===== src/rtl/core/e2c_pkg.sv =====
// ----------------------------------------------------------------------------
// e2c_pkg
// Types, constants and the control store of the epoch to calendar converter.
// ----------------------------------------------------------------------------
`default_nettype none

package e2c_pkg;

  localparam int EPOCH_BITS  = 32;
  localparam int OFFSET_BITS = 16;
  localparam int SUM_BITS    = EPOCH_BITS + 1;
  localparam int DAYS_BITS   = 17;  // whole days of a 33-bit second count
  localparam int OUT_BITS    = 40;  // 38 bits of fields padded to bytes

  // 86400 is 675 shifted left by 7, so the day split divides the upper sum
  // bits by 675 and carries the low 7 bits over into the time of day.
  localparam int DAY_SHIFT  = 7;
  localparam int NUM_BITS   = SUM_BITS - DAY_SHIFT;
  localparam int RECIP_BITS = 27;
  localparam int PROD_BITS  = NUM_BITS + RECIP_BITS;

  localparam logic [9:0]  DAY_ODD       = 10'd675;
  localparam logic [11:0] SECS_PER_HOUR = 12'd3600;
  localparam logic [5:0]  SECS_PER_MIN  = 6'd60;
  localparam logic [11:0] EPOCH_YEAR    = 12'd1970;
  localparam logic [6:0]  EPOCH_MOD100  = 7'd70;
  localparam logic [8:0]  EPOCH_MOD400  = 9'd370;

  // Rounded-up reciprocals and their shifts. Each gives the exact quotient
  // for every dividend below 2^26, 86400 and 3600 respectively.
  localparam logic [26:0] RECIP_DAY      = 27'd101806633;
  localparam logic [17:0] RECIP_HOUR     = 18'd149131;
  localparam logic [12:0] RECIP_MIN      = 13'd4370;
  localparam int          RECIP_DAY_SHR  = 36;
  localparam int          RECIP_HOUR_SHR = 29;
  localparam int          RECIP_MIN_SHR  = 18;

  // Micro-operations.
  localparam logic [2:0] OP_ACCEPT = 3'd0;
  localparam logic [2:0] OP_QUO    = 3'd1;
  localparam logic [2:0] OP_REM    = 3'd2;
  localparam logic [2:0] OP_YEAR   = 3'd3;
  localparam logic [2:0] OP_MONTH  = 3'd4;
  localparam logic [2:0] OP_EMIT   = 3'd5;

  // Conditions that let the sequencer move on to the next step.
  localparam logic [2:0] C_ALWAYS = 3'd0;
  localparam logic [2:0] C_IN     = 3'd1;
  localparam logic [2:0] C_YEAR   = 3'd2;
  localparam logic [2:0] C_MONTH  = 3'd3;
  localparam logic [2:0] C_OUT    = 3'd4;

  // Divisor selects.
  localparam logic [1:0] D_DAY  = 2'd0;
  localparam logic [1:0] D_HOUR = 2'd1;
  localparam logic [1:0] D_MIN  = 2'd2;

  // Step addresses.
  localparam logic [3:0] S_IN     = 4'd0;
  localparam logic [3:0] S_DAY_Q  = 4'd1;
  localparam logic [3:0] S_DAY_R  = 4'd2;
  localparam logic [3:0] S_HOUR_Q = 4'd3;
  localparam logic [3:0] S_HOUR_R = 4'd4;
  localparam logic [3:0] S_MIN_Q  = 4'd5;
  localparam logic [3:0] S_MIN_R  = 4'd6;
  localparam logic [3:0] S_YEAR   = 4'd7;
  localparam logic [3:0] S_MONTH  = 4'd8;
  localparam logic [3:0] S_EMIT   = 4'd9;

  typedef struct packed {
    logic [2:0] op;
    logic [2:0] cond;
    logic [1:0] dsel;
    logic [3:0] next;
  } ucode_t;

  // The control program. A step repeats until its condition holds.
  function automatic ucode_t ucode(input logic [3:0] addr);
    ucode_t w;
    unique case (addr)
      S_IN:     w = '{OP_ACCEPT, C_IN,     D_DAY,  S_DAY_Q};
      S_DAY_Q:  w = '{OP_QUO,    C_ALWAYS, D_DAY,  S_DAY_R};
      S_DAY_R:  w = '{OP_REM,    C_ALWAYS, D_DAY,  S_HOUR_Q};
      S_HOUR_Q: w = '{OP_QUO,    C_ALWAYS, D_HOUR, S_HOUR_R};
      S_HOUR_R: w = '{OP_REM,    C_ALWAYS, D_HOUR, S_MIN_Q};
      S_MIN_Q:  w = '{OP_QUO,    C_ALWAYS, D_MIN,  S_MIN_R};
      S_MIN_R:  w = '{OP_REM,    C_ALWAYS, D_MIN,  S_YEAR};
      S_YEAR:   w = '{OP_YEAR,   C_YEAR,   D_DAY,  S_MONTH};
      S_MONTH:  w = '{OP_MONTH,  C_MONTH,  D_DAY,  S_EMIT};
      S_EMIT:   w = '{OP_EMIT,   C_OUT,    D_DAY,  S_IN};
      default:  w = '{OP_ACCEPT, C_ALWAYS, D_DAY,  S_IN};
    endcase
    return w;
  endfunction

  // Days in a month, counted from 0 for January.
  function automatic logic [4:0] month_len(input logic [3:0] m, input logic leap);
    logic [4:0] n;
    unique case (m)
      4'd1:    n = leap ? 5'd29 : 5'd28;
      4'd3:    n = 5'd30;
      4'd5:    n = 5'd30;
      4'd8:    n = 5'd30;
      4'd10:   n = 5'd30;
      default: n = 5'd31;
    endcase
    return n;
  endfunction

endpackage

`default_nettype wire


===== src/rtl/core/epoch_to_calendar_datetime_core.sv =====
// ----------------------------------------------------------------------------
// epoch_to_calendar_datetime_core
// Converts an epoch second count plus a zone offset into date and time.
// ----------------------------------------------------------------------------
//
//   Channel  Direction  Payload
//   s_*      in         epoch_seconds
//   m_*      out        year, month, day, hour, minute, second
//   cfg_*    in         time_offset (always ready)
//
// An item goes from acceptance to the output register in steps: six multiply steps
// split days, hours and minutes, then one step per year after 1970 and per month
// index (0..11) plus the emit. The next item can be accepted in the cycle after a
// result is loaded. Reset is synchronous and clears the sequencer, the valid flag
// and the offset; a stalled output holds the emit step.
//
`default_nettype none

module epoch_to_calendar_datetime_core (
  input  wire logic        clk,
  input  wire logic        rst,
  // Input stream; tdata bits: [31:0] epoch_seconds.
  input  wire logic        s_tvalid,
  output logic             s_tready,
  input  wire logic [31:0] s_tdata,
  // Output stream; tdata bits: [11:0] year, [15:12] month, [20:16] day,
  // [25:21] hour, [31:26] minute, [37:32] second, [39:38] zero.
  output logic             m_tvalid,
  input  wire logic        m_tready,
  output logic [39:0]      m_tdata,
  // Configuration write of time_offset.
  input  wire logic        cfg_valid,
  output logic             cfg_ready,
  input  wire logic [15:0] cfg_data
);

  // Sequencer state.
  logic [3:0]  step;

  // Datapath registers.
  logic [e2c_pkg::OFFSET_BITS-1:0] offset;
  logic [e2c_pkg::NUM_BITS-1:0]    num;   // dividend of the current split
  logic [e2c_pkg::DAY_SHIFT-1:0]   lo;    // sum bits below the day divisor's odd part
  logic [e2c_pkg::DAYS_BITS-1:0]   quo;   // quotient of the last multiply step
  logic [e2c_pkg::DAYS_BITS-1:0]   days;
  logic [11:0] year;
  logic [6:0]  ymod100;
  logic [8:0]  ymod400;
  logic [3:0]  month;
  logic [4:0]  hour;
  logic [5:0]  minute;
  logic [5:0]  second;

  e2c_pkg::ucode_t uw;

  logic [e2c_pkg::SUM_BITS-1:0]   sum;
  logic [e2c_pkg::RECIP_BITS-1:0] recip;
  logic [11:0]                    divisor;
  logic [e2c_pkg::PROD_BITS-1:0]  prod;
  logic [e2c_pkg::DAYS_BITS-1:0]  quo_new;
  logic [e2c_pkg::NUM_BITS-1:0]   back;
  logic [e2c_pkg::NUM_BITS-1:0]   rem;
  logic        leap;
  logic [8:0]  ylen;
  logic [4:0]  mlen;
  logic        go;

  assign uw = e2c_pkg::ucode(step);

  assign s_tready  = (step == e2c_pkg::S_IN);
  assign cfg_ready = 1'b1;

  assign sum = {1'b0, s_tdata} + {{(e2c_pkg::SUM_BITS - e2c_pkg::OFFSET_BITS){1'b0}}, offset};

  // Reciprocal and divisor of the current split.
  always_comb begin
    unique case (uw.dsel)
      e2c_pkg::D_DAY: begin
        recip   = e2c_pkg::RECIP_DAY;
        divisor = {2'd0, e2c_pkg::DAY_ODD};
      end
      e2c_pkg::D_HOUR: begin
        recip   = {9'd0, e2c_pkg::RECIP_HOUR};
        divisor = e2c_pkg::SECS_PER_HOUR;
      end
      e2c_pkg::D_MIN: begin
        recip   = {14'd0, e2c_pkg::RECIP_MIN};
        divisor = {6'd0, e2c_pkg::SECS_PER_MIN};
      end
      default: begin
        recip   = e2c_pkg::RECIP_DAY;
        divisor = {2'd0, e2c_pkg::DAY_ODD};
      end
    endcase
  end

  // The quotient step multiplies by the reciprocal and keeps the bits above
  // its shift; the remainder step takes quotient times divisor off again.
  assign prod = {{e2c_pkg::RECIP_BITS{1'b0}}, num} * {{e2c_pkg::NUM_BITS{1'b0}}, recip};

  always_comb begin
    unique case (uw.dsel)
      e2c_pkg::D_DAY:  quo_new = prod[e2c_pkg::RECIP_DAY_SHR +: e2c_pkg::DAYS_BITS];
      e2c_pkg::D_HOUR: quo_new = prod[e2c_pkg::RECIP_HOUR_SHR +: e2c_pkg::DAYS_BITS];
      e2c_pkg::D_MIN:  quo_new = prod[e2c_pkg::RECIP_MIN_SHR +: e2c_pkg::DAYS_BITS];
      default:         quo_new = prod[e2c_pkg::RECIP_DAY_SHR +: e2c_pkg::DAYS_BITS];
    endcase
  end

  assign back = {{(e2c_pkg::NUM_BITS - e2c_pkg::DAYS_BITS){1'b0}}, quo}
              * {{(e2c_pkg::NUM_BITS - 12){1'b0}}, divisor};
  assign rem  = num - back;

  // Gregorian rule from running residues of the year.
  assign leap = (year[1:0] == 2'd0) && ((ymod100 != 7'd0) || (ymod400 == 9'd0));
  assign ylen = leap ? 9'd366 : 9'd365;
  assign mlen = e2c_pkg::month_len(month, leap);

  always_comb begin
    unique case (uw.cond)
      e2c_pkg::C_ALWAYS: go = 1'b1;
      e2c_pkg::C_IN:     go = s_tvalid;
      e2c_pkg::C_YEAR:   go = (days < {8'd0, ylen});
      e2c_pkg::C_MONTH:  go = (month == 4'd11) || (days < {12'd0, mlen});
      e2c_pkg::C_OUT:    go = !m_tvalid || m_tready;
      default:           go = 1'b1;
    endcase
  end

  // Sequencer: advance on the step condition.
  always_ff @(posedge clk) begin
    if (rst) begin
      step <= e2c_pkg::S_IN;
    end else if (go) begin
      step <= uw.next;
    end
  end

  always_ff @(posedge clk) begin
    if (rst) begin
      offset <= '0;
    end else if (cfg_valid && cfg_ready) begin
      offset <= cfg_data;
    end
  end

  // Datapath driven by the current micro-operation.
  always_ff @(posedge clk) begin
    unique case (uw.op)
      e2c_pkg::OP_ACCEPT: begin
        if (go) begin
          num     <= sum[e2c_pkg::SUM_BITS-1:e2c_pkg::DAY_SHIFT];
          lo      <= sum[e2c_pkg::DAY_SHIFT-1:0];
          year    <= e2c_pkg::EPOCH_YEAR;
          ymod100 <= e2c_pkg::EPOCH_MOD100;
          ymod400 <= e2c_pkg::EPOCH_MOD400;
          month   <= 4'd0;
        end
      end
      e2c_pkg::OP_QUO: begin
        quo <= quo_new;
      end
      e2c_pkg::OP_REM: begin
        unique case (uw.dsel)
          e2c_pkg::D_DAY: begin
            // The time of day is the remainder by 675 with the low bits below it.
            days <= quo;
            num  <= {{(e2c_pkg::NUM_BITS - 10 - e2c_pkg::DAY_SHIFT){1'b0}}, rem[9:0], lo};
          end
          e2c_pkg::D_HOUR: begin
            hour <= quo[4:0];
            num  <= {{(e2c_pkg::NUM_BITS - 12){1'b0}}, rem[11:0]};
          end
          e2c_pkg::D_MIN: begin
            minute <= quo[5:0];
            second <= rem[5:0];
          end
          default: begin
          end
        endcase
      end
      e2c_pkg::OP_YEAR: begin
        if (!go) begin
          days    <= days - {8'd0, ylen};
          year    <= year + 12'd1;
          ymod100 <= (ymod100 == 7'd99) ? 7'd0 : ymod100 + 7'd1;
          ymod400 <= (ymod400 == 9'd399) ? 9'd0 : ymod400 + 9'd1;
        end
      end
      e2c_pkg::OP_MONTH: begin
        if (!go) begin
          days  <= days - {12'd0, mlen};
          month <= month + 4'd1;
        end
      end
      e2c_pkg::OP_EMIT: begin
        if (go) begin
          m_tdata <= {2'b00, second, minute, hour, days[4:0] + 5'd1,
                      month + 4'd1, year};
        end
      end
      default: begin
      end
    endcase
  end

  // Output register valid flag.
  always_ff @(posedge clk) begin
    if (rst) begin
      m_tvalid <= 1'b0;
    end else if ((uw.op == e2c_pkg::OP_EMIT) && go) begin
      m_tvalid <= 1'b1;
    end else if (m_tready) begin
      m_tvalid <= 1'b0;
    end
  end

endmodule

`default_nettype wire


===== config.mk =====
export PLATFORM = sky130hd
export DESIGN_NAME = epoch_to_calendar_datetime_core
export DESIGN_NICKNAME = d
export VERILOG_FILES = /design/src/rtl/core/e2c_pkg.sv /design/src/rtl/core/epoch_to_calendar_datetime_core.sv
export SDC_FILE = /design/constraint.sdc
export NUM_CORES = 1
export LEC_CHECK = 0
export ABC_AREA = 1
export CAP_MARGIN = 10
export CORE_MARGIN = 5
export CORE_UTILIZATION = 57
export CTS_CLUSTER_DIAMETER = 80
export DETAILED_ROUTE_END_ITERATION = 7
export DONT_BUFFER_PORTS = 1
export PLACE_DENSITY_LB_ADDON = 0.12
export SLEW_MARGIN = 20
export SYNTH_ARGS = -nofsm -noshare
export SYNTH_HDL_FRONTEND = slang
export SYNTH_SLANG_ARGS = --single-unit

===== constraint.sdc =====
create_clock -name clk -period 8.17 [get_ports clk]
set_input_delay 1.634 -clock clk [delete_from_list [all_inputs] [get_ports clk]]
set_output_delay 1.634 -clock clk [all_outputs]
set_load 0.02 [all_outputs]

# == After elaboration in Yosys (flattened, before gate mapping) ==
# Memory sizes are Yosys's and may differ from the RTL's. A register that Yosys moved wholly into a read port is not among the register bits.
# Cells that the tools add are included.
# totals
inputBits,53
mem_bits_ro,192
wordCells,111
reg_bits,175
memories,1
# mem_list
name,words,word_bits,read_ports,rd_clocked_by_memory_dff,wr,line_no,rtl
(name not given),16,12,1,1,0,e2c_pkg.sv:80,unique case (addr)
# classes
reduce_logical,26
n_eq_ne,24
addsub,9
muxes,32
n_mul,2
order_cmp,2
# ops
op,n
26-bit one-hot mux with 2 select lines,2
27-bit one-hot mux with 2 select lines,1
26-bit by 27-bit multiplier with 53-bit output,1
17-bit two-way mux,3
17-bit one-hot mux with 3 select lines,1
12-bit one-hot mux with 2 select lines,2
17-bit one-hot mux with 2 select lines,1
32-bit by 16-bit adder with 33-bit output,1
9-bit two-way mux,3
26-bit two-way mux,1
12-bit two-way mux,2
7-bit two-way mux,3
9-bit one-hot mux with 2 select lines,1
17-bit by 5-bit < comparator with 1-bit output,1
17-bit by 9-bit < comparator with 1-bit output,1
17-bit by 12-bit multiplier with 12-bit output,1
17-bit by 5-bit subtractor with 17-bit output,1
17-bit by 9-bit subtractor with 17-bit output,1
4-bit two-way mux,4
7-bit one-hot mux with 2 select lines,1
12-bit by 1-bit adder with 12-bit output (second input constant),1
3-bit by 2-bit equality test with 1-bit output (second input constant),4
4-bit equality test (second input constant),3
12-bit subtractor,1
35 further kinds,54

# == Logic depth before layout (Yosys ltp) ==
# logic_depth
word_depth,10
mapped_depth,37
mapped_depth_nobuf,35

# == Least setup slack after synthesis ==
# OpenSTA, ideal clock, no wires.
# synth_timing
path_type,register -> register
start,register uw[4] (netlist name)
end,register quo[6] (netlist name) (data pin)
t_arrival_ns,6.464
n_path_buf,3
setup_time_ns,0.253
synth_period_minus_slack_ns,6.717
path_stages_with_launch,32
required_ns,7.917
path_slack_ns,1.453
cell_sequence,dfxtp_1 > inv_1 > ha_1 > buf_2 > buf_1 > buf_1 > nor2_1 > fa_1 > inv_1 > fa_1 > inv_1 > fa_1 > inv_1 > fa_1 > inv_1 > fa_1 > fa_1 > inv_1 > fa_1 > inv_1 > ha_1 > nand2_1 > o21ai_0 > a21oi_1 > o21bai_1 > inv_1 > nand2_1 > nand2_1 > nand3_1 > o21ai_0 > nand2_1 > nand2_1
# synth_via
elab_chain_cells,4
# synth_lines
element,line_no,rtl
2-bit equality test or 2-bit by 1-bit equality test with 1-bit output (tied branches),"epoch_to_calendar_datetime_core.sv:77, epoch_to_calendar_datetime_core.sv:102",
27-bit one-hot mux with 2 select lines,epoch_to_calendar_datetime_core.sv:77,unique case (uw.dsel)
26-bit by 27-bit multiplier with 53-bit output,epoch_to_calendar_datetime_core.sv:99,"assign prod = {{e2c_pkg::RECIP_BITS{1'b0}}, num} * {{e2c_pkg::NUM_BITS{1'b0}}, recip};"
17-bit one-hot mux with 2 select lines *,epoch_to_calendar_datetime_core.sv:102,unique case (uw.dsel)
"net quo_new, one bit",epoch_to_calendar_datetime_core.sv:60,logic [e2c_pkg::DAYS_BITS-1:0] quo_new;
to (signal assigned),epoch_to_calendar_datetime_core.sv:161,quo <= quo_new;
to (decl),epoch_to_calendar_datetime_core.sv:44,logic [e2c_pkg::DAYS_BITS-1:0] quo;
# Mark *: on every way through the listed nets, which the timed path passes. The rest lies on a longest branch.
# A chain may end at the register's enable or synchronous reset.

# == Final worst setup path ==
# layout_timing
start,register uw[4] (netlist name)
end,register quo[2] (netlist name) (data pin)
# layout_via
elab_chain_cells,4
# layout_lines
element,line_no
2-bit equality test or 2-bit by 1-bit equality test with 1-bit output (tied branches),"epoch_to_calendar_datetime_core.sv:77, epoch_to_calendar_datetime_core.sv:102"
27-bit one-hot mux with 2 select lines,epoch_to_calendar_datetime_core.sv:77
26-bit by 27-bit multiplier with 53-bit output,epoch_to_calendar_datetime_core.sv:99
17-bit one-hot mux with 2 select lines *,epoch_to_calendar_datetime_core.sv:102
"net quo_new, one bit",epoch_to_calendar_datetime_core.sv:60
# Marked as above.

==> metrics <==
setup repair after global routing missed its margin false; Antenna Cells 0; Max stage delay on crit path 0.60 ns; residual DRC count 0; vias in the first global route 23.75k; overall track demand over capacity in global routing 0.3252; normalized max-slew margin 0.2978; leading cell types in the layout, fill and taps excluded 961 x sky130_fd_sc_hd__inv_1, 621 x sky130_fd_sc_hd__nand2_1, 427 x sky130_fd_sc_hd__ha_1; count of cell types in the netlist 52; pin slew with the least headroom to its limit 1.049 ns; Worst Path Required 8.37 ns; row cnt 83; upper clock frequency limit 126.5 MHz; proportion of layout cells with a drive suffix above 1 0.03837; number of clock sinks 186; Routed WL per cell 21.23 um; sum of buffers and inverters on the critical path 6; total count of max-transition violations in the final report 0; Core Box Area 51200 sq um; final estimated routing congestion in global placement 1.026; Post-Route Utilization 0.6070; Initial Utilization 0.5736; TritonCTS Buffers 17; most common library cell in the layout ignoring fill and taps sky130_fd_sc_hd__inv_1; gate count after technology mapping 3585; number of vias per cell 5.548; crit path DAT 8.10 ns; area growth from synthesis to layout 5.829%; count of state elements after synthesis 186; number of top-level pins 96; Hold WC Path Type reg2reg; path type of the worst setup path reg2reg; Longest Clk Path Bufs 2; half-perimeter wire length after detailed placement 78970 um; Routed WL 91360 um; Total Die Area 56160 sq um; number of flops mapped to enable cells by yosys 154; number of maximum-capacitance violations 0; first-pass GRT wire length 140200 um; PortBufs 0; critical path's top delay family adder cells; total number of vias 23.87k; die extent in y 237.0 um; average cell area after synthesis 8.191 sq um; slowest cell on the critical path sky130_fd_sc_hd__fa_1; run status finished, final reports clean; Register Area 5265 sq um; type of destination of the critical path flip-flop; number of hold violations in the final report 0; largest fanout on the critical path 25; Synth async-reset ratio 0; combined area of the multi-input logic cells 20260 sq um; insertion delay of the later-clocked pin in the worst-skew pair 0.47 ns; post-synthesis instance area 29370 sq um; net total in the final layout 4473; maximum level of the CTS H-tree 4; Top cell by count, worst path sky130_fd_sc_hd__fa_1; Post CTS Setup Buffer Count 0; total negative slack 0 ns; root buffer selected by CTS sky130_fd_sc_hd__clkbuf_16; fill cell count 4689; Final Setup Violations 0; Die W 237.0 um; post-detailed-route count of antenna-violating nets 0; number of warning messages in the yosys log 0; gr ovfl total 0; initial antenna violation count 2; clock-pin slew reported for the worst setup and hold paths after clock tree synthesis 0.09 ns; Final Skew 0.02308 ns; crit path launch type flip-flop; Post-CTS Hold Buffers 0; Tmin final 7.903 ns; Seq/Total Area, Yosys 0.1793; DR iter-0 viols 2270; TritonCTS clock tree done; drt pass-1 iters 8; maximum number of pins on one net before global-route repair 39; Post-synth top flop sky130_fd_sc_hd__edfxtp_1; crit share post-route 0.9673
## sequential cells by signal, summed over array words and instances, names as in the netlist
register and cells:
ymod100 7, num 26, uw 11, year 12, lo 7, m_tdata 38
month 4, ymod400 9, m_tvalid 1, hour 5, offset 16, quo 17
second 6, step 4, days 17, minute 6
## per-layer routing
metal	wire length [um]	vias up	track usage
li1	-	11080	-
met5	27	-	0
met2	40370	1103	0.4981
met4	1610	4	0.05685
met1	40820	11580	0.4860
met3	8530	105	0.06883
## through the flow
step | cell area, sq um | std cells | setup slack [ns] | hold slack, ns
2_1_floorplan | 29370 | 3586 | 1.454 | 0.4003
3_3_place_gp | 30420 | 4271 | 0.3374 | 0.4008
3_5_place_dp | 30420 | 4271 | 0.2902 | 0.4045
4_1_cts | 31060 | 4303 | 0.2936 | 0.4231
5_1_grt | 31080 | 4303 | 0.07205 | 0.4288
6_report | 31080 | 4303 | 0.2673 | 0.4212
## area by class of cell
class | count | share of cell area
Clock buffer | 17 | 0.01369
Timing Repair Buffer | 53 | 0.01292
Clock inverter | 15 | 0.007005
Sequential cell | 186 | 0.1694
Inverter | 973 | 0.1175
Multi-Input combinational cell | 2379 | 0.6521
Tap cell | 680 | 0.02738
## path summary, 6_finish.rpt
path                   from     endpoint  slack (ns)  depth (start not counted)
hold reg to reg   second[2]  m_tdata[34]        0.42                          0
hold / removal    second[2]  m_tdata[34]        0.42                          0
setup / recovery      uw[4]       quo[2]        0.27                         26
setup reg to reg      uw[4]       quo[2]        0.27                         26
## synth_stat cells (22+ instances only)
| library cell | n | area, sq um |
|---|---|---|
| sky130_fd_sc_hd__nand3_1 | 156 | 780.8 |
| sky130_fd_sc_hd__clkbuf_1 | 23 | 86.33 |
| sky130_fd_sc_hd__ha_1 | 429 | 5368 |
| sky130_fd_sc_hd__inv_1 | 961 | 3607 |
| sky130_fd_sc_hd__nor2_1 | 299 | 1122 |
| sky130_fd_sc_hd__nand4_1 | 22 | 137.6 |
| sky130_fd_sc_hd__nand2_1 | 621 | 2331 |
| sky130_fd_sc_hd__o21ai_0 | 117 | 585.6 |
| sky130_fd_sc_hd__xor2_1 | 32 | 280.3 |
| sky130_fd_sc_hd__fa_1 | 381 | 7627 |
| sky130_fd_sc_hd__dfxtp_1 | 32 | 640.6 |
| sky130_fd_sc_hd__nor3_1 | 34 | 170.2 |
| sky130_fd_sc_hd__a21oi_1 | 139 | 695.7 |
| sky130_fd_sc_hd__edfxtp_1 | 154 | 4624 |
## what timing repair did
action | in CTS | in global routing
endpoints found under the hold margin | 0 | 0
setup endpoints to repair | 0 | 10
resized for setup | 0 | 4
## cells by family (layout without fill, tap and decap cells)
kind of cell             count (synthesis)  in the layout  share of synthesized area
AO/OA/AOI/OAI                          329            329                    0.06263
flip-flops                             186            186                     0.1793
XOR/XNOR                                44             44                    0.01312
buffers and inverters                 1021           1058                     0.1317
adder cells (fa/ha/maj)                810            810                     0.4425
other                                    2              3                  0.0002557
AND/OR/NAND/NOR                       1193           1193                     0.1704
## worst register-to-register path, stage by stage, from the launching register on
cell                       delay (ns)
sky130_fd_sc_hd__dfxtp_1         0.37
sky130_fd_sc_hd__inv_1           0.12
sky130_fd_sc_hd__ha_2            0.38
sky130_fd_sc_hd__buf_6           0.29
sky130_fd_sc_hd__nor2_1          0.56
sky130_fd_sc_hd__inv_1           0.14
sky130_fd_sc_hd__fa_1            0.42
sky130_fd_sc_hd__inv_1           0.09
sky130_fd_sc_hd__fa_1            0.52
sky130_fd_sc_hd__fa_1            0.49
sky130_fd_sc_hd__fa_1            0.51
sky130_fd_sc_hd__fa_1            0.52
sky130_fd_sc_hd__fa_1            0.55
sky130_fd_sc_hd__inv_1           0.06
sky130_fd_sc_hd__fa_1            0.60
sky130_fd_sc_hd__inv_1           0.09
sky130_fd_sc_hd__ha_1            0.36
sky130_fd_sc_hd__a21oi_1         0.32
sky130_fd_sc_hd__o21ai_0         0.23
sky130_fd_sc_hd__a21oi_1         0.31
sky130_fd_sc_hd__nor2_1          0.07
sky130_fd_sc_hd__nor2_1          0.13
sky130_fd_sc_hd__nand3b_1        0.11
sky130_fd_sc_hd__nand3_1         0.10
sky130_fd_sc_hd__o21ai_0         0.10
sky130_fd_sc_hd__nand2_1         0.10
sky130_fd_sc_hd__nand2_1         0.14
Power is not shown: default switching activity piles up to over one toggle a cycle in this logic, so the estimate is an artifact.
